--- src/ptcb_pkg.sv ---
// ptcb_pkg: shared constants, opcodes, register indexes and inter-module structs
// for the pretrigger capture buffer; no dependencies
package ptcb_pkg;

  localparam int MAX_CHANNELS    = 4;
  localparam int CAPACITY_WORDS  = 4096;
  localparam int MAX_READ_FRAMES = 64;

  localparam int WORD_W    = 32;
  localparam int POS_W     = $clog2(CAPACITY_WORDS);
  localparam int CAP_W     = POS_W + 1;
  localparam int RP_W      = CAP_W + 1;
  localparam int CC_W      = 3;
  localparam int LEN_W     = 13;
  localparam int FNUM_W    = 12;
  localparam int CNT_W     = 7;
  localparam int FW_W      = 16;
  localparam int OP_W      = 3;
  localparam int CFG_IDX_W = 2;

  // input beat layout
  localparam int IN_START_LSB = MAX_CHANNELS * WORD_W;
  localparam int IN_COUNT_LSB = IN_START_LSB + FNUM_W;
  localparam int IN_DATA_W    = ((IN_COUNT_LSB + CNT_W + 7) / 8) * 8;

  // output beat layout
  localparam int OUT_ACC_BIT   = 0;
  localparam int OUT_FNUM_LSB  = 1;
  localparam int OUT_CH_LSB    = OUT_FNUM_LSB + FNUM_W;
  localparam int OUT_ARMED_BIT = OUT_CH_LSB + MAX_CHANNELS * WORD_W;
  localparam int OUT_TRIG_BIT  = OUT_ARMED_BIT + 1;
  localparam int OUT_COMP_BIT  = OUT_TRIG_BIT + 1;
  localparam int OUT_DATA_W    = ((OUT_COMP_BIT + 1 + 7) / 8) * 8;

  localparam logic [CAP_W-1:0] CAP_FRAMES_1 = CAP_W'(CAPACITY_WORDS / 1);
  localparam logic [CAP_W-1:0] CAP_FRAMES_2 = CAP_W'(CAPACITY_WORDS / 2);
  localparam logic [CAP_W-1:0] CAP_FRAMES_3 = CAP_W'(CAPACITY_WORDS / 3);
  localparam logic [CAP_W-1:0] CAP_FRAMES_4 = CAP_W'(CAPACITY_WORDS / 4);

  localparam logic [CC_W-1:0]  RST_CHANNEL_COUNT     = CC_W'(1);
  localparam logic [LEN_W-1:0] RST_RECORD_LENGTH     = LEN_W'(1024);
  localparam logic [LEN_W-1:0] RST_PRETRIGGER_LENGTH = LEN_W'(0);

  localparam logic [CFG_IDX_W-1:0] REG_CHANNEL_COUNT     = CFG_IDX_W'(0);
  localparam logic [CFG_IDX_W-1:0] REG_RECORD_LENGTH     = CFG_IDX_W'(1);
  localparam logic [CFG_IDX_W-1:0] REG_PRETRIGGER_LENGTH = CFG_IDX_W'(2);

  typedef enum logic [OP_W-1:0] {
    OP_WRITE   = 3'd0,
    OP_ARM     = 3'd1,
    OP_DISARM  = 3'd2,
    OP_TRIGGER = 3'd3,
    OP_READ    = 3'd4
  } op_t;

  // one result on its way to the output register
  typedef struct packed {
    logic                    valid;
    logic                    accepted;
    logic                    frame_valid;
    logic [FNUM_W-1:0]       frame_number;
    logic                    last;
    logic                    armed;
    logic                    triggered;
    logic                    complete;
    logic [MAX_CHANNELS-1:0] lane_en;
  } beat_t;

  // bank access for the channel lanes
  typedef struct packed {
    logic                    wr_en;
    logic [MAX_CHANNELS-1:0] wr_lane;
    logic [POS_W-1:0]        wr_addr;
    logic                    rd_en;
    logic [POS_W-1:0]        rd_addr;
  } mem_t;

  function automatic logic [CAP_W-1:0] cap_frames_of(input logic [CC_W-1:0] cc);
    logic [CAP_W-1:0] res;
    unique case (cc)
      CC_W'(1): res = CAP_FRAMES_1;
      CC_W'(2): res = CAP_FRAMES_2;
      CC_W'(3): res = CAP_FRAMES_3;
      CC_W'(4): res = CAP_FRAMES_4;
      default:  res = '0;
    endcase
    return res;
  endfunction

endpackage

--- src/ptcb_merge.sv ---
// ptcb_merge: joins lane read data with result metadata into the output register
// depends on ptcb_pkg
module ptcb_merge (
  input  logic                                                 clk,
  input  logic                                                 rst_n,
  input  ptcb_pkg::beat_t                                      beat,
  input  logic [ptcb_pkg::MAX_CHANNELS-1:0][ptcb_pkg::WORD_W-1:0] lane_data,
  output logic                                                 issue_ok,
  output logic                                                 out_tvalid,
  input  logic                                                 out_tready,
  output logic [ptcb_pkg::OUT_DATA_W-1:0]                      out_tdata,
  output logic [0:0]                                           out_tuser,
  output logic                                                 out_tlast
);
  import ptcb_pkg::*;

  beat_t                 s1_r, s1_nxt;
  logic                  out_valid_r, out_valid_nxt;
  logic [OUT_DATA_W-1:0] out_data_r, out_data_nxt;
  logic [0:0]            out_user_r, out_user_nxt;
  logic                  out_last_r, out_last_nxt;
  logic                  move;

  assign move     = s1_r.valid && (!out_valid_r || out_tready);
  assign issue_ok = !s1_r.valid || !out_valid_r || out_tready;

  always_comb begin
    s1_nxt = s1_r;
    if (beat.valid) begin
      s1_nxt = beat;
    end else if (move) begin
      s1_nxt.valid = 1'b0;
    end

    out_valid_nxt = out_valid_r && !out_tready;
    out_data_nxt  = out_data_r;
    out_user_nxt  = out_user_r;
    out_last_nxt  = out_last_r;
    if (move) begin
      out_valid_nxt = 1'b1;
      out_data_nxt  = '0;
      out_data_nxt[OUT_ACC_BIT]                 = s1_r.accepted;
      out_data_nxt[OUT_FNUM_LSB +: FNUM_W]      = s1_r.frame_number;
      for (int c = 0; c < MAX_CHANNELS; c++) begin
        out_data_nxt[OUT_CH_LSB + c * WORD_W +: WORD_W] = s1_r.lane_en[c] ? lane_data[c] : '0;
      end
      out_data_nxt[OUT_ARMED_BIT] = s1_r.armed;
      out_data_nxt[OUT_TRIG_BIT]  = s1_r.triggered;
      out_data_nxt[OUT_COMP_BIT]  = s1_r.complete;
      out_user_nxt[0] = s1_r.frame_valid;
      out_last_nxt    = s1_r.last;
    end
  end

  always_ff @(posedge clk) begin
    if (!rst_n) begin
      s1_r        <= '0;
      out_valid_r <= 1'b0;
      out_data_r  <= '0;
      out_user_r  <= '0;
      out_last_r  <= 1'b0;
    end else begin
      s1_r        <= s1_nxt;
      out_valid_r <= out_valid_nxt;
      out_data_r  <= out_data_nxt;
      out_user_r  <= out_user_nxt;
      out_last_r  <= out_last_nxt;
    end
  end

  assign out_tvalid = out_valid_r;
  assign out_tdata  = out_data_r;
  assign out_tuser  = out_user_r;
  assign out_tlast  = out_last_r;

  a_issue_has_room: assert property (@(posedge clk) disable iff (!rst_n)
    beat.valid |-> issue_ok)
    else $error("beat issued with the metadata stage full");

  a_no_frame_is_last: assert property (@(posedge clk) disable iff (!rst_n)
    (out_valid_r && !out_user_r[0]) |-> out_last_r)
    else $error("frameless result not marked last");

endmodule

--- config.mk ---
export PLATFORM = sky130hd
export DESIGN_NAME = ptcb_merge
export DESIGN_NICKNAME = d
export VERILOG_FILES = /design/src/ptcb_pkg.sv /design/src/ptcb_merge.sv
export SDC_FILE = /design/constraint.sdc
export NUM_CORES = 1
export LEC_CHECK = 0
export BUFFER_PORTS_ARGS = -buffer_cell sky130_fd_sc_hd__buf_2
export CORE_MARGIN = 3
export CORE_UTILIZATION = 52
export DETAILED_ROUTE_END_ITERATION = 6
export PLACE_DENSITY = 0.86
export SLEW_MARGIN = 30
export SYNTH_ARGS = -nofsm -noshare
export SYNTH_HDL_FRONTEND = slang
export SYNTH_SLANG_ARGS = --single-unit
export TNS_END_PERCENT = 20
--- constraint.sdc ---
create_clock -name clk -period 2.6 [get_ports clk]
set_clock_uncertainty 0.15 [all_clocks]
set_input_delay 0.26 -clock clk [delete_from_list [all_inputs] [get_ports clk]]
set_output_delay 0.26 -clock clk [all_outputs]
set_load 0.02 [all_outputs]
# Word level (Yosys, flattened, before mapping)
# Cells that the tools add are included.
totals:
  ff_bits: 170
  input_bits: 154
  out_inout_bits: 148
classes:
  mux: 7
  reduce_logical: 9
ops:
  columns: ["operator", "n"]
  rows:
  - ["$mux W32", 4]
  - ["$logic_not A1 Y1", 3]
  - ["$logic_or A1 B1 Y1", 3]
  - ["$mux W1", 3]
  - ["$logic_and A1 B1 Y1", 2]
  - ["$reduce_bool A2 Y1", 1]

# Longest topological paths before layout
depth:
  ltp_word: 5
  mapped_depth: 5

# Worst setup path after synthesis
# No wires, ideal clock.
synth_path:
  kind: "reg-to-reg"
  start: "register out_valid_r (netlist: out_tvalid)"
  end: "register out_data_r[19] (netlist: out_tdata[19])"
  arrival_ps: 1118
  setup_slack_ps: 1213
  stages_incl_launch_ff: 6
  path_buffers: 2
  cell_sequence: "dfxtp_1 > nor2b_4 > nor2b_4 > buf_12 > buf_12 > mux2i_1"
synth_via:
  elab_chain_len: 3
synth_rtl:
  columns: ["item", "line_no", "rtl"]
  rows:
  - ["start: declaration", "ptcb_merge.sv:18", "logic out_valid_r, out_valid_nxt;"]
  - ["start signal: assignment", "ptcb_merge.sv:64", "out_valid_r <= out_valid_nxt;"]
  - ["$logic_not A1 Y1", "ptcb_merge.sv:24", "assign move = s1_r.valid && (!out_valid_r || out_tready);"]
  - ["$logic_or A1 B1 Y1", "ptcb_merge.sv:24", null]
  - ["$logic_and A1 B1 Y1", "ptcb_merge.sv:24", null]
  - ["end signal: assignment", "ptcb_merge.sv:65", "out_data_r <= out_data_nxt;"]
  - ["end: declaration", "ptcb_merge.sv:19", "logic [OUT_DATA_W-1:0] out_data_r, out_data_nxt;"]
# Every way passes these cells.
# A chain may end at the register's enable or synchronous reset.

# Final worst setup path
layout_path:
  start: "register out_valid_r (netlist: out_tvalid)"
  end: "register out_data_r[54] (netlist: out_tdata[54])"
# Same word-level chain as after synthesis.

==> results.json <==
{
  "hold_path.class": "primary input to register",
  "synth_edf_count": 0,
  "async_flop_share_pct": 0,
  "synth-xor-area-share_pct": 0,
  "ant_nets": 0,
  "synthMuxAreaShare_pct": 23.7,
  "clock.fmax_mhz": 564,
  "dr.pass1.iters": 5,
  "r2r-start": "out_tvalid$_SDFF_PN0_",
  "outcome": "completed",
  "drt-met1-wl_mm": 8.68,
  "timing.final.crit_share_pct": 68.2,
  "clockRootBuffer": "clkbuf_16",
  "grt_pass1_vias": 7289,
  "antenna_found_initial": 1,
  "cts_sinks": 170,
  "synth_cells": 728,
  "p_comb_share_pct": 12.8,
  "pin_count": 302,
  "slew_violations": 0,
  "intPower_w": 0.00458,
  "synth_top_area_cell": "dfxtp_1",
  "reg2reg_depth": 4,
  "rsz0062_at_grt": "no",
  "leakagePower_nw": 4.70,
  "criticalPathCategory": "register to register",
  "rr_endpoint": "out_tdata[54]$_SDFFE_PN0P_",
  "vias_per_cell": 5.40,
  "clock_latency_ns": 0.42,
  "cp-start-kind": "register",
  "multiInputGateArea_um2": 3130,
  "die_h_um": 123,
  "gp_congestion": 0.886,
  "cts_max_level": 4,
  "synth_compound_area_share_pct": 0.176,
  "io_buffers": 301,
  "worst_slew_pin_slew_ns": 0.784,
  "synth_warnings": 0,
  "yosysSeqAreaShare_pct": 47.9,
  "clock_power_share_pct": 42.3,
  "p_sw_w": 0.00142,
  "holdPathStages": 3,
  "crit_required_ns": 2.77,
  "ys_seq_elements": 170,
  "initial_utilization_pct": 53.4,
  "holdPathEnd": "out_tdata[103]$_SDFFE_PN0P_",
  "min_period_ns": 1.77,
  "area_delta_synth_final_pct": 47.7,
  "yosysMostFrequentCell": "dfxtp_1",
  "cts_resized": 0,
  "grt_overflow": 0,
  "switching_share_pct": 23.7,
  "wl_met3_mm": 1.90,
  "synth_cell_types": 14,
  "grt_use_total_pct": 31.8,
  "grt_max_degree": 82,
  "die_width_um": 123,
  "synth_fa_ha_area_share_pct": 0,
  "yosys-top-cells-count": "dfxtp_1, mux2i_1, nand2_1, nand3_1, buf_2",
  "drc": 0,
  "avgSynthCellArea_um2": 9.76,
  "cp_max_fo": 78,
  "p_seq_share_pct": 44.9,
  "yosys.area_share.simple_pct": 20.2,
  "finalInstanceArea_um2": 10500,
  "drv_cap": 0,
  "place_area_um2": 8430,
  "clockBufferDepth": 2,
  "syn-num-nets": 882,
  "numCtsBuffers": 17,
  "netlist_area_um2": 7100,
  "end_kind": "register",
  "finalNetCount": 1294,
  "vias": 7172,
  "area.sequential_um2": 3400,
  "die-area_um2": 15100,
  "top_layer_used": "met4",
  "synth-main-ff-cell": "dfxtp_1",
  "cts_tree": "done",
  "synth_top_family_by_area": "multiplexers",
  "drive_gt1_share_pct": 30.1,
  "synth_top_area_share_pct": 47.9,
  "p_per_area_nw_per_um2": 572,
  "wl_mm": 24.8,
  "fillCellCount": 729,
  "ir_drop_uv": 557,
  "dr.first_iter.drc_count": 650,
  "clk_pin_slew_worst_paths_ns": 0.07,
  "grt_pass1_wl_mm": 37.6,
  "setup_violations": 0,
  "slew_headroom_pct": 47.7,
  "core_um2": 13300,
  "hold_viol_final": 0,
  "min_from": "lane_data[90]",
  "wl_per_cell_um": 18.7,
  "yosys-top-cells-area": "dfxtp_1, mux2i_1, nand3_1",
  "r2r_slack_ns": 0.83,
  "rows": 42,
  "arrival_ns": 1.94,
  "place_hpwl_mm": 12.6,
  "finalSetupTns_ns": 0,
  "met2_length_mm": 12.7
}
-- repair_timing --
action                    4_1_cts  5_1_grt
setup buffers                   0        0
hold buffers                  146        1
hold endpoints to repair      146        1
-- state kept, by name, summed over array words and instances, names as in the netlist --
| register | count |
|---|---|
| s1_r | 23 |
| out_tuser | 1 |
| out_tlast | 1 |
| out_tdata | 144 |
| out_tvalid | 1 |
-- worst max-delay path: stages (launching register included) --
cell and delay [ns]:
dfxtp_1 0.33, nor2b_4 0.15, nor2b_4 0.16, buf_12 0.41, mux2i_1 0.35
-- kinds of logic (layout without fill, tap and decap cells) --
kind of cell / Yosys count / after routing
compound gates: 2 / 2
mux: 168 / 168
flops: 170 / 170
other cells: 0 / 1
simple gates: 318 / 318
buf+inv: 70 / 494
-- cell type report --
cell class	instances	share of cell area [%]
Clock inverter	7	0.847
Timing Repair Buffer	463	30.0
Clock buffer	24	4.78
Multi-Input combinational cell	488	29.8
Tap cell	176	2.10
Antenna cell	1	0.0239
Sequential cell	170	32.4
-- cells in the final DEF, fill, tap and decap left out --
cell type      Yosys  final
nand3_1          128    128
buf_2             27    300
mux2i_1          168    168
nor2b_4            2      2
a21oi_1            1      1
buf_12            15      4
nand2_1          165    165
dfxtp_1          170    170
clkinv_4           0      1
o21a_1             1      1
clkbuf_1          20      2
diode_2            0      1
clkbuf_16          0     17
clkinv_2           0      4
bufinv_16          0      2
nor2b_1           23     23
buf_4              5     11
dlygate4sd3_1      0    147
clkbuf_8           0      6
-- per-layer routing --
metal	global-route usage, %	vias to the layer above
met5	0	-
met4	20.2	0
met3	8.62	143
met2	56.1	422
met1	33.3	3330
li1	-	3277
-- power by group through the flow --
stage	Clock [W]	Sequential (W)	Combinational, W
2_1_floorplan	0	0.00279	0.000358
3_3_place_gp	0	0.00275	0.000550
3_5_place_dp	0	0.00275	0.000558
4_1_cts	0.00254	0.00269	0.000734
5_1_grt	0.00267	0.00270	0.000818
6_report	0.00254	0.00270	0.000770
-- worst max-delay path by stage --
stage	endpoint	cells after the start	slack, ns	start
after floorplan	out_tdata[19]$_SDFFE_PN0P_	5	1.21	out_tvalid$_SDFF_PN0_
after global placement	out_tdata[80]$_SDFFE_PN0P_	4	1.07	out_tvalid$_SDFF_PN0_
after detailed placement	out_tdata[128]$_SDFFE_PN0P_	4	1.02	rst_n
after CTS	issue_ok	3	1.01	out_tvalid$_SDFF_PN0_
after global routing	out_tdata[56]$_SDFFE_PN0P_	4	0.83	out_tvalid$_SDFF_PN0_
final	out_tdata[54]$_SDFFE_PN0P_	4	0.83	out_tvalid$_SDFF_PN0_
-- per-stage QoR --
step	total power [W]	hold WS, ns	cells	setup slack (ns)	util, %
floorplan	0.00315	0.276	728	1.21	-
global placement	0.00330	0.288	1150	1.07	63.4
detailed placement	0.00331	0.294	1150	1.02	63.4
CTS	0.00597	0.00136	1327	1.01	78.8
global route	0.00619	0.0256	1329	0.833	78.9
finish	0.00601	0.0203	1329	0.827	78.9
Note: power is estimated with default switching activity, not from simulation.
