## config.mk

```make
export PLATFORM = sky130hd
export DESIGN_NAME = ptcb_ctrl
export DESIGN_NICKNAME = d
export VERILOG_FILES = /design/src/ptcb_pkg.sv /design/src/ptcb_ctrl.sv
export SDC_FILE = /design/constraint.sdc
export NUM_CORES = 1
export LEC_CHECK = 0
export ABC_AREA = 1
export BUFFER_PORTS_ARGS = -buffer_cell sky130_fd_sc_hd__buf_4
export CAP_MARGIN = 20
export CORE_MARGIN = 10
export CORE_UTILIZATION = 45
export DETAILED_ROUTE_END_ITERATION = 12
export GPL_TIMING_DRIVEN = 0
export HOLD_SLACK_MARGIN = 0.03
export PLACE_DENSITY = 0.62
export SLEW_MARGIN = 20
export SYNTH_ARGS = -nofsm -noshare
export SYNTH_HDL_FRONTEND = slang
export SYNTH_SLANG_ARGS = --single-unit
```

## constraint.sdc

```tcl
create_clock -name clk -period 6.25 [get_ports clk]
set_input_delay 1.875 -clock clk [delete_from_list [all_inputs] [get_ports clk]]
set_output_delay 1.875 -clock clk [all_outputs]
set_load 0.05 [all_outputs]
```

## src/ptcb_pkg.sv

```systemverilog
// ptcb_pkg: shared constants, opcodes, register indexes and inter-module structs
// for the pretrigger capture buffer; no dependencies
package ptcb_pkg;

  localparam int MAX_CHANNELS    = 4;
  localparam int CAPACITY_WORDS  = 4096;
  localparam int MAX_READ_FRAMES = 64;

  localparam int WORD_W    = 32;
  localparam int POS_W     = $clog2(CAPACITY_WORDS);
  localparam int CAP_W     = POS_W + 1;
  localparam int RP_W      = CAP_W + 1;
  localparam int CC_W      = 3;
  localparam int LEN_W     = 13;
  localparam int FNUM_W    = 12;
  localparam int CNT_W     = 7;
  localparam int FW_W      = 16;
  localparam int OP_W      = 3;
  localparam int CFG_IDX_W = 2;

  // input beat layout
  localparam int IN_START_LSB = MAX_CHANNELS * WORD_W;
  localparam int IN_COUNT_LSB = IN_START_LSB + FNUM_W;
  localparam int IN_DATA_W    = ((IN_COUNT_LSB + CNT_W + 7) / 8) * 8;

  // output beat layout
  localparam int OUT_ACC_BIT   = 0;
  localparam int OUT_FNUM_LSB  = 1;
  localparam int OUT_CH_LSB    = OUT_FNUM_LSB + FNUM_W;
  localparam int OUT_ARMED_BIT = OUT_CH_LSB + MAX_CHANNELS * WORD_W;
  localparam int OUT_TRIG_BIT  = OUT_ARMED_BIT + 1;
  localparam int OUT_COMP_BIT  = OUT_TRIG_BIT + 1;
  localparam int OUT_DATA_W    = ((OUT_COMP_BIT + 1 + 7) / 8) * 8;

  localparam logic [CAP_W-1:0] CAP_FRAMES_1 = CAP_W'(CAPACITY_WORDS / 1);
  localparam logic [CAP_W-1:0] CAP_FRAMES_2 = CAP_W'(CAPACITY_WORDS / 2);
  localparam logic [CAP_W-1:0] CAP_FRAMES_3 = CAP_W'(CAPACITY_WORDS / 3);
  localparam logic [CAP_W-1:0] CAP_FRAMES_4 = CAP_W'(CAPACITY_WORDS / 4);

  localparam logic [CC_W-1:0]  RST_CHANNEL_COUNT     = CC_W'(1);
  localparam logic [LEN_W-1:0] RST_RECORD_LENGTH     = LEN_W'(1024);
  localparam logic [LEN_W-1:0] RST_PRETRIGGER_LENGTH = LEN_W'(0);

  localparam logic [CFG_IDX_W-1:0] REG_CHANNEL_COUNT     = CFG_IDX_W'(0);
  localparam logic [CFG_IDX_W-1:0] REG_RECORD_LENGTH     = CFG_IDX_W'(1);
  localparam logic [CFG_IDX_W-1:0] REG_PRETRIGGER_LENGTH = CFG_IDX_W'(2);

  typedef enum logic [OP_W-1:0] {
    OP_WRITE   = 3'd0,
    OP_ARM     = 3'd1,
    OP_DISARM  = 3'd2,
    OP_TRIGGER = 3'd3,
    OP_READ    = 3'd4
  } op_t;

  // one result on its way to the output register
  typedef struct packed {
    logic                    valid;
    logic                    accepted;
    logic                    frame_valid;
    logic [FNUM_W-1:0]       frame_number;
    logic                    last;
    logic                    armed;
    logic                    triggered;
    logic                    complete;
    logic [MAX_CHANNELS-1:0] lane_en;
  } beat_t;

  // bank access for the channel lanes
  typedef struct packed {
    logic                    wr_en;
    logic [MAX_CHANNELS-1:0] wr_lane;
    logic [POS_W-1:0]        wr_addr;
    logic                    rd_en;
    logic [POS_W-1:0]        rd_addr;
  } mem_t;

  function automatic logic [CAP_W-1:0] cap_frames_of(input logic [CC_W-1:0] cc);
    logic [CAP_W-1:0] res;
    unique case (cc)
      CC_W'(1): res = CAP_FRAMES_1;
      CC_W'(2): res = CAP_FRAMES_2;
      CC_W'(3): res = CAP_FRAMES_3;
      CC_W'(4): res = CAP_FRAMES_4;
      default:  res = '0;
    endcase
    return res;
  endfunction

endpackage

```

## src/ptcb_ctrl.sv

```systemverilog
// ptcb_ctrl: configuration registers, capture state and read sequencer
// depends on ptcb_pkg
module ptcb_ctrl (
  input  logic                            clk,
  input  logic                            rst_n,
  input  logic                            cfg_valid,
  output logic                            cfg_ready,
  input  logic [ptcb_pkg::CFG_IDX_W-1:0]  cfg_index,
  input  logic [ptcb_pkg::LEN_W-1:0]      cfg_data,
  input  logic                            in_valid,
  output logic                            in_ready,
  input  logic [ptcb_pkg::OP_W-1:0]       in_op,
  input  logic [ptcb_pkg::FNUM_W-1:0]     in_start,
  input  logic [ptcb_pkg::CNT_W-1:0]      in_count,
  input  logic                            issue_ok,
  output ptcb_pkg::beat_t                 beat,
  output ptcb_pkg::mem_t                  mem
);
  import ptcb_pkg::*;

  typedef enum logic [2:0] {
    ST_IDLE,
    ST_WRAP_A,
    ST_OFFSET,
    ST_WRAP_B,
    ST_READ
  } state_t;

  state_t state_r, state_nxt;

  logic [CC_W-1:0]  cc_r, cc_nxt;
  logic [LEN_W-1:0] rec_r, rec_nxt;
  logic [LEN_W-1:0] pre_r, pre_nxt;
  logic [POS_W-1:0] wp_r, wp_nxt;
  logic [POS_W-1:0] tp_r, tp_nxt;
  logic [LEN_W-1:0] post_r, post_nxt;
  logic [FW_W-1:0]  fw_r, fw_nxt;
  logic [FW_W-1:0]  fbt_r, fbt_nxt;
  logic             armed_r, armed_nxt;
  logic             trig_r, trig_nxt;
  logic             comp_r, comp_nxt;
  logic [CNT_W-1:0] i_r, i_nxt;
  logic [CNT_W-1:0] cnt_r, cnt_nxt;
  logic [LEN_W-1:0] k_r, k_nxt;
  logic [RP_W-1:0]  rp_r, rp_nxt;

  logic [CAP_W-1:0] cap;
  logic             cfg_ok;
  logic             accept;
  logic             cfg_fire;
  logic             clr;
  op_t              op;
  logic [LEN_W-1:0] post_inc;
  logic [LEN_W:0]   pp;
  logic [CNT_W-1:0] i_inc;
  logic [LEN_W-1:0] k_inc;
  logic             stop_cur;
  logic             stop_next;
  logic             zero_fill;
  logic [POS_W-1:0] rp_step;
  logic [POS_W-1:0] wp_step;

  function automatic logic [RP_W-1:0] wrap(input logic [RP_W-1:0] v,
                                           input logic [CAP_W-1:0] c);
    return (v >= RP_W'(c)) ? (v - RP_W'(c)) : v;
  endfunction

  assign cap    = cap_frames_of(cc_r);
  assign cfg_ok = (cc_r != '0) && (cc_r <= CC_W'(MAX_CHANNELS)) && (pre_r <= rec_r)
                  && (rec_r != '0) && (rec_r <= LEN_W'(cap));
  assign op        = op_t'(in_op);
  assign in_ready  = (state_r == ST_IDLE) && issue_ok && !cfg_valid;
  assign cfg_ready = (state_r == ST_IDLE);
  assign accept    = in_valid && in_ready;
  assign cfg_fire  = cfg_valid && cfg_ready;

  assign post_inc  = post_r + LEN_W'(1);
  assign pp        = {1'b0, pre_r} + {1'b0, post_r};
  assign i_inc     = i_r + CNT_W'(1);
  assign k_inc     = k_r + LEN_W'(1);
  assign stop_cur  = (i_r == cnt_r) || (k_r >= rec_r) || ({1'b0, k_r} >= pp);
  assign stop_next = (i_inc == cnt_r) || (k_inc >= rec_r) || ({1'b0, k_inc} >= pp);
  assign zero_fill = (k_r < pre_r)
                     && (({1'b0, fbt_r} + (FW_W + 1)'(k_r)) < (FW_W + 1)'(pre_r));
  assign rp_step   = (CAP_W'(rp_r[POS_W-1:0]) + CAP_W'(1) == cap) ? '0
                                                                  : rp_r[POS_W-1:0] + POS_W'(1);
  assign wp_step   = (CAP_W'(wp_r) + CAP_W'(1) == cap) ? '0 : wp_r + POS_W'(1);

  always_comb begin
    state_nxt = state_r;
    cc_nxt    = cc_r;
    rec_nxt   = rec_r;
    pre_nxt   = pre_r;
    wp_nxt    = wp_r;
    tp_nxt    = tp_r;
    post_nxt  = post_r;
    fw_nxt    = fw_r;
    fbt_nxt   = fbt_r;
    armed_nxt = armed_r;
    trig_nxt  = trig_r;
    comp_nxt  = comp_r;
    i_nxt     = i_r;
    cnt_nxt   = cnt_r;
    k_nxt     = k_r;
    rp_nxt    = rp_r;
    clr       = 1'b0;
    beat      = '0;
    mem       = '0;
    mem.wr_addr = wp_r;
    mem.rd_addr = rp_r[POS_W-1:0];

    if (cfg_fire) begin
      unique case (cfg_index)
        REG_CHANNEL_COUNT: begin
          cc_nxt = cfg_data[CC_W-1:0];
          clr    = 1'b1;
        end
        REG_RECORD_LENGTH: begin
          rec_nxt = cfg_data;
          clr     = 1'b1;
        end
        REG_PRETRIGGER_LENGTH: begin
          pre_nxt = cfg_data;
          clr     = 1'b1;
        end
        default: ;
      endcase
    end else begin
      unique case (state_r)
        ST_IDLE: begin
          if (accept) begin
            beat.valid = 1'b1;
            beat.last  = 1'b1;
            if (cfg_ok) begin
              unique case (op)
                OP_WRITE: begin
                  if (armed_r && !comp_r) begin
                    beat.accepted = 1'b1;
                    mem.wr_en     = 1'b1;
                    for (int c = 0; c < MAX_CHANNELS; c++) begin
                      mem.wr_lane[c] = (CC_W'(c) < cc_r);
                    end
                    wp_nxt = wp_step;
                    if (fw_r != '1) begin
                      fw_nxt = fw_r + FW_W'(1);
                    end
                    if (trig_r) begin
                      post_nxt = post_inc;
                      if (post_inc >= rec_r - pre_r) begin
                        comp_nxt = 1'b1;
                      end
                    end
                  end
                end
                OP_ARM: begin
                  clr           = 1'b1;
                  beat.accepted = 1'b1;
                end
                OP_DISARM: begin
                  armed_nxt     = 1'b0;
                  trig_nxt      = 1'b0;
                  comp_nxt      = 1'b0;
                  beat.accepted = 1'b1;
                end
                OP_TRIGGER: begin
                  if (armed_r && !trig_r) begin
                    trig_nxt      = 1'b1;
                    tp_nxt        = wp_r;
                    fbt_nxt       = fw_r;
                    post_nxt      = '0;
                    comp_nxt      = (pre_r >= rec_r);
                    beat.accepted = 1'b1;
                  end
                end
                OP_READ: begin
                  if (trig_r) begin
                    beat.valid = 1'b0;
                    cnt_nxt    = (in_count > CNT_W'(MAX_READ_FRAMES)) ?
                                 CNT_W'(MAX_READ_FRAMES) : in_count;
                    i_nxt      = '0;
                    k_nxt      = LEN_W'(in_start);
                    rp_nxt     = RP_W'(tp_r) + RP_W'(in_start);
                    state_nxt  = ST_WRAP_A;
                  end
                end
                default: ;
              endcase
            end
          end
        end
        ST_WRAP_A: begin
          rp_nxt    = wrap(rp_r, cap);
          state_nxt = ST_OFFSET;
        end
        ST_OFFSET: begin
          rp_nxt    = rp_r + RP_W'(cap) - RP_W'(pre_r);
          state_nxt = ST_WRAP_B;
        end
        ST_WRAP_B: begin
          rp_nxt    = wrap(rp_r, cap);
          state_nxt = ST_READ;
        end
        ST_READ: begin
          if (issue_ok) begin
            beat.valid    = 1'b1;
            beat.accepted = 1'b1;
            if ((i_r == '0) && stop_cur) begin
              beat.last = 1'b1;
              state_nxt = ST_IDLE;
            end else begin
              beat.frame_valid  = 1'b1;
              beat.frame_number = k_r[FNUM_W-1:0];
              beat.last         = stop_next;
              for (int c = 0; c < MAX_CHANNELS; c++) begin
                beat.lane_en[c] = !zero_fill && (CC_W'(c) < cc_r);
              end
              mem.rd_en = 1'b1;
              i_nxt     = i_inc;
              k_nxt     = k_inc;
              rp_nxt    = RP_W'(rp_step);
              if (stop_next) begin
                state_nxt = ST_IDLE;
              end
            end
          end
        end
        default: state_nxt = ST_IDLE;
      endcase
    end

    if (clr) begin
      wp_nxt    = '0;
      tp_nxt    = '0;
      post_nxt  = '0;
      fw_nxt    = '0;
      fbt_nxt   = '0;
      armed_nxt = !cfg_fire;
      trig_nxt  = 1'b0;
      comp_nxt  = 1'b0;
    end

    beat.armed     = armed_nxt;
    beat.triggered = trig_nxt;
    beat.complete  = comp_nxt;
  end

  always_ff @(posedge clk) begin
    if (!rst_n) begin
      state_r <= ST_IDLE;
      cc_r    <= RST_CHANNEL_COUNT;
      rec_r   <= RST_RECORD_LENGTH;
      pre_r   <= RST_PRETRIGGER_LENGTH;
      wp_r    <= '0;
      tp_r    <= '0;
      post_r  <= '0;
      fw_r    <= '0;
      fbt_r   <= '0;
      armed_r <= 1'b0;
      trig_r  <= 1'b0;
      comp_r  <= 1'b0;
      i_r     <= '0;
      cnt_r   <= '0;
      k_r     <= '0;
      rp_r    <= '0;
    end else begin
      state_r <= state_nxt;
      cc_r    <= cc_nxt;
      rec_r   <= rec_nxt;
      pre_r   <= pre_nxt;
      wp_r    <= wp_nxt;
      tp_r    <= tp_nxt;
      post_r  <= post_nxt;
      fw_r    <= fw_nxt;
      fbt_r   <= fbt_nxt;
      armed_r <= armed_nxt;
      trig_r  <= trig_nxt;
      comp_r  <= comp_nxt;
      i_r     <= i_nxt;
      cnt_r   <= cnt_nxt;
      k_r     <= k_nxt;
      rp_r    <= rp_nxt;
    end
  end

  a_rd_in_ring: assert property (@(posedge clk) disable iff (!rst_n)
    mem.rd_en |-> (CAP_W'(mem.rd_addr) < cap))
    else $error("ring read address beyond capacity");

  a_complete_needs_trigger: assert property (@(posedge clk) disable iff (!rst_n)
    comp_r |-> trig_r)
    else $error("capture complete without trigger");

  a_post_bounded: assert property (@(posedge clk) disable iff (!rst_n)
    trig_r |-> (pp <= {1'b0, rec_r}))
    else $error("post-trigger frames exceed record");

endmodule

```

=== Yosys cells after proc, flatten, opt, wreduce, memory -nomap -nowiden ===
Index checks and enable logic that the tools add are counted.

* Bits in registers: 145
* Input bits: 42
* Output and inout bits: 55
* Word-level logic and storage cells: 225

* Add/sub/neg operators: 15
* $lt $le $gt $ge: 17
* Equality and inequality tests: 30
* Mux-type cells: 96
* Bitwise logic cells: 2
* Reduce and logical (&&, ||, !) cells: 49

{| class="wikitable"
|+ Operators by type and width
! cell !! count
|-
| 13-bit 2-to-1 mux || 11
|-
| 14-bit 2-to-1 mux || 7
|-
| 14-bit one-hot mux with 4 select lines || 1
|-
| 13-bit greater-or-equal comparator || 4
|-
| 13-bit one-hot mux with 2 select lines || 2
|-
| 13-bit one-hot mux with 4 select lines || 1
|-
| 7-bit 2-to-1 mux || 7
|-
| 1-bit 2-to-1 mux || 37
|-
| 16-bit 2-to-1 mux || 2
|-
| 5-bit 2-to-1 mux || 6
|-
| 13-bit by 14-bit greater-or-equal comparator with 1-bit output || 2
|-
| 14-bit by 13-bit subtractor with 14-bit output || 2
|-
| 12-bit by 1-bit adder with 13-bit output (second input constant) || 2
|-
| 13-bit by 1-bit adder with 13-bit output (second input constant) || 2
|-
| 13-bit equality test || 2
|-
| 13-bit <= comparator || 2
|-
| 12-bit by 1-bit adder with 12-bit output (second input constant) || 2
|-
| 12-bit 2-to-1 mux || 2
|-
| 3-bit 2-to-1 mux || 7
|-
| 3-bit by 2-bit equality test with 1-bit output (second input constant) || 6
|-
| 6-bit AND reduction || 3
|-
| 16-bit by 13-bit adder with 17-bit output || 1
|-
| 17-bit by 13-bit < comparator with 1-bit output || 1
|-
| 16-bit by 1-bit adder with 16-bit output (second input constant) || 1
|-
| 44 further kinds || 96
|}

=== Depth between registers and ports, before layout ===
Gate-level depths: netlist (run 1).

* Word-level depth: 11
* Gate-level depth with buffers: 27
* Gate-level depth less buffers: 26

=== Worst setup path before layout (run 1) ===
OpenSTA, ideal clock, no wires.

* Kind: input-to-output
* Start: input issue_ok
* End: output mem[27] in the netlist's numbering
* Arrival time: 4.480 ns
* Data required time: 4.375 ns
* Slack: -0.105 ns
* Cell stages on the path: 9
* Path buffers: 1
* Path through: inv_1 -> nor4_4 -> nand2_2 -> clkinv_1 -> nand4_2 -> inv_4 -> nand2_4 -> clkbuf_1 -> nor3_1

{| class="wikitable"
|+ RTL lines
! element !! line !! source
|-
| start, declared || ptcb_ctrl.sv:15 || <nowiki>input logic issue_ok,</nowiki>
|-
| end, declared || ptcb_ctrl.sv:17 || <nowiki>output ptcb_pkg::mem_t mem</nowiki>
|}

==> results of run 1 <==
## path summary, 6_finish.rpt
path	to	cells past startpoint	slack, ns	startpoint
setup reg to reg	i_r[3]	28	2.14	post_r[0]
setup / recovery	beat[0]	27	0.10	post_r[0]
hold reg to reg	tp_r[5]	2	0.47	tp_r[5]
hold / removal	tp_r[5]	2	0.47	tp_r[5]
## Yosys cell counts, drive strengths merged (30+ instances only)
cell,instances
nor2,256
nand3,106
a21oi,217
dfxtp,145
inv,258
buf,41
xor2,72
o21ai,138
xnor2,30
nor3,47
nand2,550
ha,183
nand4,61
## area by class of cell
class	count	area [um^2]
Tap cell	402	503.0
Inverter	261	993.5
Buffer	61	352.8
Fill cell	3238	14870
Multi-Input combinational cell	1750	10390
Clock inverter	14	153.9
Timing Repair Buffer	110	925.9
Sequential cell	145	2919
Clock buffer	18	439.2
## power groups by stage
stage	combinational (mW)	sequential, mW	clock, mW
floorplan	0.388	0.963	0
global placement	0.543	0.970	0
detailed placement	0.548	0.971	0
CTS	0.554	0.950	1.07
global route	0.640	0.950	1.10
finish	0.575	0.950	1.06
## flip-flops by register name, summed over array words and instances (netlist names), 3 cells and up
register / cells
cc_r: 3
k_r: 13
state_r: 3
post_r: 13
cnt_r: 7
fbt_r: 16
fw_r: 16
i_r: 7
rp_r: 14
tp_r: 12
wp_r: 12
pre_r: 13
rec_r: 13
## cells by family (layout without fill, tap and decap cells)
group | Yosys count | in the layout | synth area share, %
xor+xnor | 102 | 102 | 6.217
compound gates | 402 | 402 | 15.05
simple gates | 1051 | 1051 | 31.69
fa+ha+maj | 195 | 195 | 17.61
buf+inv | 323 | 464 | 9.238
flops | 145 | 145 | 20.20
## per-layer routing
layer / up-vias / share of wire [%] / GRT usage (%)
met4: 0 / 3.0 / 8.929
li1: 7625 / - / -
met2: 550 / 44 / 41.25
met5: - / 0 / 0
met1: 7011 / 45 / 34.07
met3: 80 / 7.9 / 4.545
## metrics by stage
stage,util [%],cells,hold WS [ns],setup TNS [ns]
after floorplan,-,2218,0.4473,0
after global placement,49.43,2715,0.4590,0
after detailed placement,49.43,2715,0.4646,-0.05356
after CTS,51.58,2750,0.4742,0
after global routing,52.86,2761,0.5002,-0.4531
final,52.86,2761,0.4723,0
## critical path: cells and delay by family (launching register included)
family	cells	cell delay, ns
xor gates and xnor gates	1	0.26
AOI/OAI and AO/OA	4	0.46
adders and majority gates	3	0.87
buffers and inverters	3	0.36
DFF	1	0.37
and+or+nand+nor	16	1.46
## timing repair
item / in CTS / in global routing
resized for setup: 21 / 88
setup buffers: 3 / 11
pin swaps: 2 / 14
setup endpoints to repair: 19 / 20
gates cloned: 0 / 1
==> run summary, run 1 <==
The switching portion of total power is 32.76%. The average wire per cell in the routed design was 18.78 um. For the number of clock sinks seen by CTS, the log shows 145.

Combinational logic burns 22.3% of the power. Synthesis instantiated 55 different standard cells from the library. Setup violations remaining at the end of the flow were counted as 0. Among all flip-flop cells after synthesis, the most frequent one is dfxtp_1. The final critical path time including I/O delays and setup is 6.145 ns, and the total of flip-flops plus latches after synthesis is 145. In the routed design, unresolved DRC markers number 0. The repair_antennas step left the layout with diodes totalling 0. The area fraction of the dominant cell type after synthesis was 20.20%; the sequential power share was 36.8%.

Most frequent cell on the critical path: nand2_2. The die covers 39480 um^2. Dividing the detail-routed via count by the number of cells gives 5.529. The tools report the count of final hold-check violations as 0. In the synthesized netlist the async set-or-reset flop fraction comes to 0%. The number of buffers inserted during clock tree synthesis is 17. Critical path arrival: 4.27 ns. Of the cells placed in the final design, the portion with a size suffix greater than 1 is 12.42%. The average instance in the mapped netlist occupies 6.479 um^2. Static timing analysis puts the maximum clock frequency at 0.1627 GHz. The clock share of power was 41.0%; the iteration count of the initial detailed-routing pass was 6. Yosys attributes the largest share of cell area to dfxtp_1, ha_1, nand2_1. Hold buffer count at cts: 0. In this run the vertical extent of the chip is 198.7 um. Number of antenna violations at the first check in global routing: 0. Area overhead of the layout relative to synthesis: 16.08%. Setup repair after global routing could not meet its margin everywhere. The post-detailed-placement half-perimeter wirelength was 42.17 mm. Detailed routing inserted a total of 15266 vias. For the number of top-level pins, the log shows 97. The count of buffers added on input and output ports is 95.

The logs give 14082 for the number of global-route vias before repair and 2 for the buffer levels on the longest clock path. For the worst setup path, the data required time is 4.38 ns. Remaining global-route overflow: 0. The largest incremental delay on the critical path came out at 0.39 ns. In this run the remaining antenna-violating nets after routing total 0.

The floorplan row count is 65, and the switching power is 846.1 uW. The worst-case IR drop observed on VDD is 0.0001948 V. Entering global routing, the biggest net connects 17 pins. The run gives 2218 as the gate count after technology mapping. The slowest library cell on the worst path is fa_2. The number of H-tree branching levels is 4, and the final weighted congestion in routability-driven placement is 0.9836.

The first global-routing pass estimated 78.74 mm of wire. Most common library cell in the layout ignoring fill and taps: nand2_1. After floorplanning, the core was sized to cover 31560 um^2. The synthesized design contains 0 enable-type register cells.

At the pin with the least slew margin, the transition time is 0.7229 ns. Wires add up to 51.85 mm. The critical path in this run is classified as register to primary output.

The run gives 2583 as the net count of the finished layout. In this run the cell area measured after placement is 15600 um^2. The run finished with clean final reports. In this run the worst path has a maximum fanout of 6. For this block, the initial DRC count from the detailed router was 1353. The area of the mapped netlist was 14370 um^2. The clock transition at the registers of the reported paths was 0.06 ns; the sequential-to-total area share from yosys stat was 20.20%. Measured along the x axis, the die boundary spans 198.7 um.

Summing internal, switching and leakage power gives 2.583 mW. STA classifies the critical path startpoint as a register. TritonCTS built the clock tree. For the post-synthesis net count, the log shows 2455. The class of the tightest hold or removal check was register to register. The max capacitance violation total was 0; the post-route cell area was 16680 um^2.

The final critical-path share of the clock period was 98.33%. Yosys printed 0 warnings. The internal power of the cells totals 1.737 mW. STA classifies the critical path endpoint as a primary output. The run gives 0.46 ns as the worst-skew pair later-pin latency.

The worst clock skew on the final layout is 0.01623 ns, and the placement-stage worst setup slack is -0.04184 ns. The worst setup slack after layout was 0.1045 ns. The initial utilization of the core area, before any placement, comes to 45.54%.

In the layout the commonest cells are nand2_1, inv_1, nor2_1. The tree is rooted in a clkbuf_16. The library cell occupying the most area in the post-synthesis netlist is dfxtp_1. The max-slew violation count is 0, and the global-route total usage across every layer is 25.77%. Summed over all cells, the static leakage comes to 8.066 nW. Power spread over the standard cell area amounts to 154.8 nW/um^2. Relative slew slack: 51.81%.
Power figures use the tool's default switching activity.
==> inputs of run 2 (changes only) <==
- CORE_MARGIN: 10 -> not set
- CORE_UTILIZATION: 45 -> 52
- PLACE_DENSITY: 0.62 -> 0.7
==> run 2 against run 1 <==
Cell area is 2.3% lower. Maximum frequency up 2.1%. Combinational power fell by 2%. Final cell count decreased by 2.5%. Non-clock buffer count shrank 5. Clock power hardly changed. Sequential power is essentially flat. Highest routed layer unchanged.
==> run summary, run 2 (synthesis results as in run 1) <==
The number of buffers inserted during clock tree synthesis came out at 17 (unchanged). The quantity of I/O buffers inserted on ports was 95 (unchanged); the remaining global-route overflow was 0 (unchanged). The global-route total usage across every layer was 34.30% (+8.5 points); the largest incremental delay on the critical path was 0.38 ns (about the same). Number of vias per cell after detailed routing: 5.742 (+3.8%). The most frequent cell on the critical path was nand2_1. The setup-violating endpoint count in the final report is 0 (unchanged), and the overall die height is 168.2 um (-15%). The beginning of the critical path was pre_r[0]. The final critical-path share of the clock period works out to 96.29% (-2.0 points). The average wire per cell in the routed design was 18.07 um (-3.8%); the number of top-level pins was 97 (unchanged).

Worst-skew pair later-pin latency: 0.44 ns (-0.02 ns). TritonCTS built the clock tree. Relative to the synthesized area, the layout overhead comes to 13.46%. Setup repair after global routing could not meet its margin everywhere.

Most common library cell in the layout ignoring fill and taps: nand2_1. The horizontal extent of the die was 168.2 um (-15%); the count of final hold-check violations was 0 (unchanged). The overall via count from detail_route is 15462 (+1.3%), and the number of H-tree branching levels is 4 (unchanged). Critical path arrival: 4.14 ns (-0.13 ns). The tools report the sum of routed wire length over all layers as 48.66 mm (-6.1%). The kind of cell with the highest combined delay along the critical path is simple AND/OR/NAND/NOR gates. The setup path with the least slack is of type register to primary output.

The startpoint of the most critical register-to-register path was cc_r[2]. The die footprint was 28300 um^2 (-28%). The tools report the iteration count of the initial detailed-routing pass as 5 (-1).

The logs give 0 (unchanged) for the number of antenna violations at the first check in global routing and 7.991 nW (-0.93%) for the static power due to leakage. The run gives 4.38 ns (about the same) as the required time reported for the critical path endpoint. The largest registers in the layout are fbt_r x16, fw_r x16, rp_r x14. The run gives 0 (unchanged) as the max capacitance violation total. The path with the worst hold slack has its endpoint at tp_r[6]. The worst register-to-register path ends at cnt_r[2]. Class of the tightest hold or removal check: register to register. The depth of the worst register-to-register path came out at 18 (-36%).

The switching power was 844.8 uW (-0.15%). For the sequential power share, the log shows 37.3% (+0.5 points). The post-detailed-placement half-perimeter wirelength is 39.28 mm (-6.9%), and the power density of the placed cells is 155.8 nW/um^2 (+0.63%). The logs give 22.2% (about the same) for the combinational cell fraction of total power and 2640 (-18%) for the fill cell total of the finished layout.

The relative slew slack came out at 44.56% (-7.2 points). The worst setup path is captured at a primary output. The slowest library cell on the worst path is fa_2. The flow ran to the end, and the final reports show no timing, DRC or antenna violations.

STA classifies the critical path startpoint as a register. For the overall power of the completed layout, the log shows 2.540 mW (-1.6%). The internal portion of total power is 1.696 mW (-2.4%). Instance count along the most critical hold path: 2 (unchanged).

Worst setup slack for register-to-register paths: 2.46 ns (+0.32 ns). The logs give 2578 (-0.19%) for the net count of the finished layout and 0 (unchanged) for the hold buffer count at cts. The final-layout worst hold slack is 0.4719 ns (-0.0004060 ns). The critical path buffer and inverter count came out at 6 (+3).

The logs give 0.0001575 V (-19%) for the peak supply drop and 0.9883 (+0.48%) for the final weighted congestion in routability-driven placement. The clock transition at the registers of the reported paths works out to 0.07 ns (about the same). The number of DRC violations after detailed routing was 0 (unchanged). The proportion of layout cells with a drive suffix above 1 is 11.18% (-1.2 points), and the critical-path maximum fanout is 4 (-2). The final critical path time including I/O delays and setup was 6.018 ns (-0.1273 ns); the floorplan core area was 27030 um^2 (-14%). The floorplan row count is 60 (-7.7%).

The maximum frequency from static timing analysis came out at 0.1662 GHz (+2.1%). The tools report the buffer levels on the longest clock path as 2 (unchanged). The worst hold path begins at tp_r[6].

The run gives 75.42 mm (-4.2%) as the first-pass GRT wire length. For the max-slew violation count, the log shows 0 (unchanged). Clock tree synthesis selected as its root buffer the cell clkbuf_16. The clock share of power was 40.5% (-0.5 points). The number of clock sinks seen by CTS was 145 (unchanged); the logic depth of the worst setup path including buffers was 28 (+3.7%). The library cells used most frequently in the layout, excluding fill and tap cells, are nand2_1, nor2_1, inv_1. The run gives 0 (unchanged) as the number of antenna diodes.

The worst clock skew on the final layout is 0.01257 ns (-0.003657 ns). The tools report the antenna violation net count after detailed routing as 0 (unchanged). The run gives 14259 (+1.3%) as the number of global-route vias before repair. The logs give 17 (unchanged) for the maximum number of pins on one net before global-route repair and 53.17% (+7.6 points) for the initial core utilization. The switching portion of total power is 33.25% (+0.50 points), and the number of DRC markers in iteration 0 is 1476 (+9.1%). The actual transition at the worst max-transition pin is 0.8315 ns (+0.1086 ns).
[run 2: cell types whose count changed in the layout (fill, tap and decap cells not counted), moves of 3 or more]
cell        previous run  this run
nor2_1               234       245
nand2_1              535       539
buf_8                  6         1
buf_4                114       118
clkinvlp_4             4         1
nor2_4                14         4
[run 2: per-layer routing]
metal  track usage (%)  vias up  share of wire (%)
met5                 0        -                  0
met4             13.08        0                3.4
met3             5.501      109                8.1
met2             56.61      640                 46
met1             44.78     7113                 43
li1                  -     7600                  -
[run 2: final cells by class]
| cell class | instances | area [um^2] | share of cell area [%] |
|---|---|---|---|
| Buffer | 62 | 347.8 | 2.133 |
| Timing Repair Buffer | 104 | 818.3 | 5.019 |
| Sequential cell | 145 | 2919 | 17.90 |
| Clock inverter | 12 | 123.9 | 0.7597 |
| Inverter | 261 | 984.7 | 6.039 |
| Multi-Input combinational cell | 1750 | 10240 | 62.83 |
| Clock buffer | 18 | 439.2 | 2.694 |
| Tap cell | 341 | 426.7 | 2.617 |
[run 2: power groups by stage]
stage          sequential, mW  combinational, mW  clock, mW
6_report                0.947              0.565       1.03
3_3_place_gp            0.968              0.535          0
2_1_floorplan           0.963              0.388          0
4_1_cts                 0.947              0.548       1.03
3_5_place_dp            0.968              0.543          0
5_1_grt                 0.948              0.632       1.08
[run 2: worst max path at each step]
stage	to	slack (ns)
CTS	beat[4]	0.02
finish	mem[12]	0.23
global route	beat[11]	-0.009
global placement	beat[0]	0.23
detailed placement	beat[0]	0.19
floorplan	beat[0]	0.15
[run 2: repair_timing]
action                     in CTS  in global routing
pin swaps                       3                  9
setup endpoints to repair      19                 20
cloned                          0                  0
buffers inserted                3                  6
gates resized for setup        10                 44
[run 2: worst min-delay path: cells and delay by family (launching register included)]
| kind | cells | cell delay (ns) |
|---|---|---|
| AOI/OAI and AO/OA | 1 | 0.05 |
| DFF | 1 | 0.32 |
| and+or+nand+nor | 1 | 0.06 |
[run 2: through the flow]
stage | cell area (um^2) | setup TNS (ns) | setup WS (ns) | instances | utilization, %
after floorplan | 14380 | 0 | 0.1471 | 2218 | -
after global placement | 15520 | 0 | 0.2292 | 2654 | 57.43
after detailed placement | 15520 | 0 | 0.1860 | 2654 | 57.43
after CTS | 16130 | 0 | 0.02042 | 2687 | 59.68
after global routing | 16300 | -0.02572 | -0.009196 | 2693 | 60.33
final | 16300 | 0 | 0.2318 | 2693 | 60.33
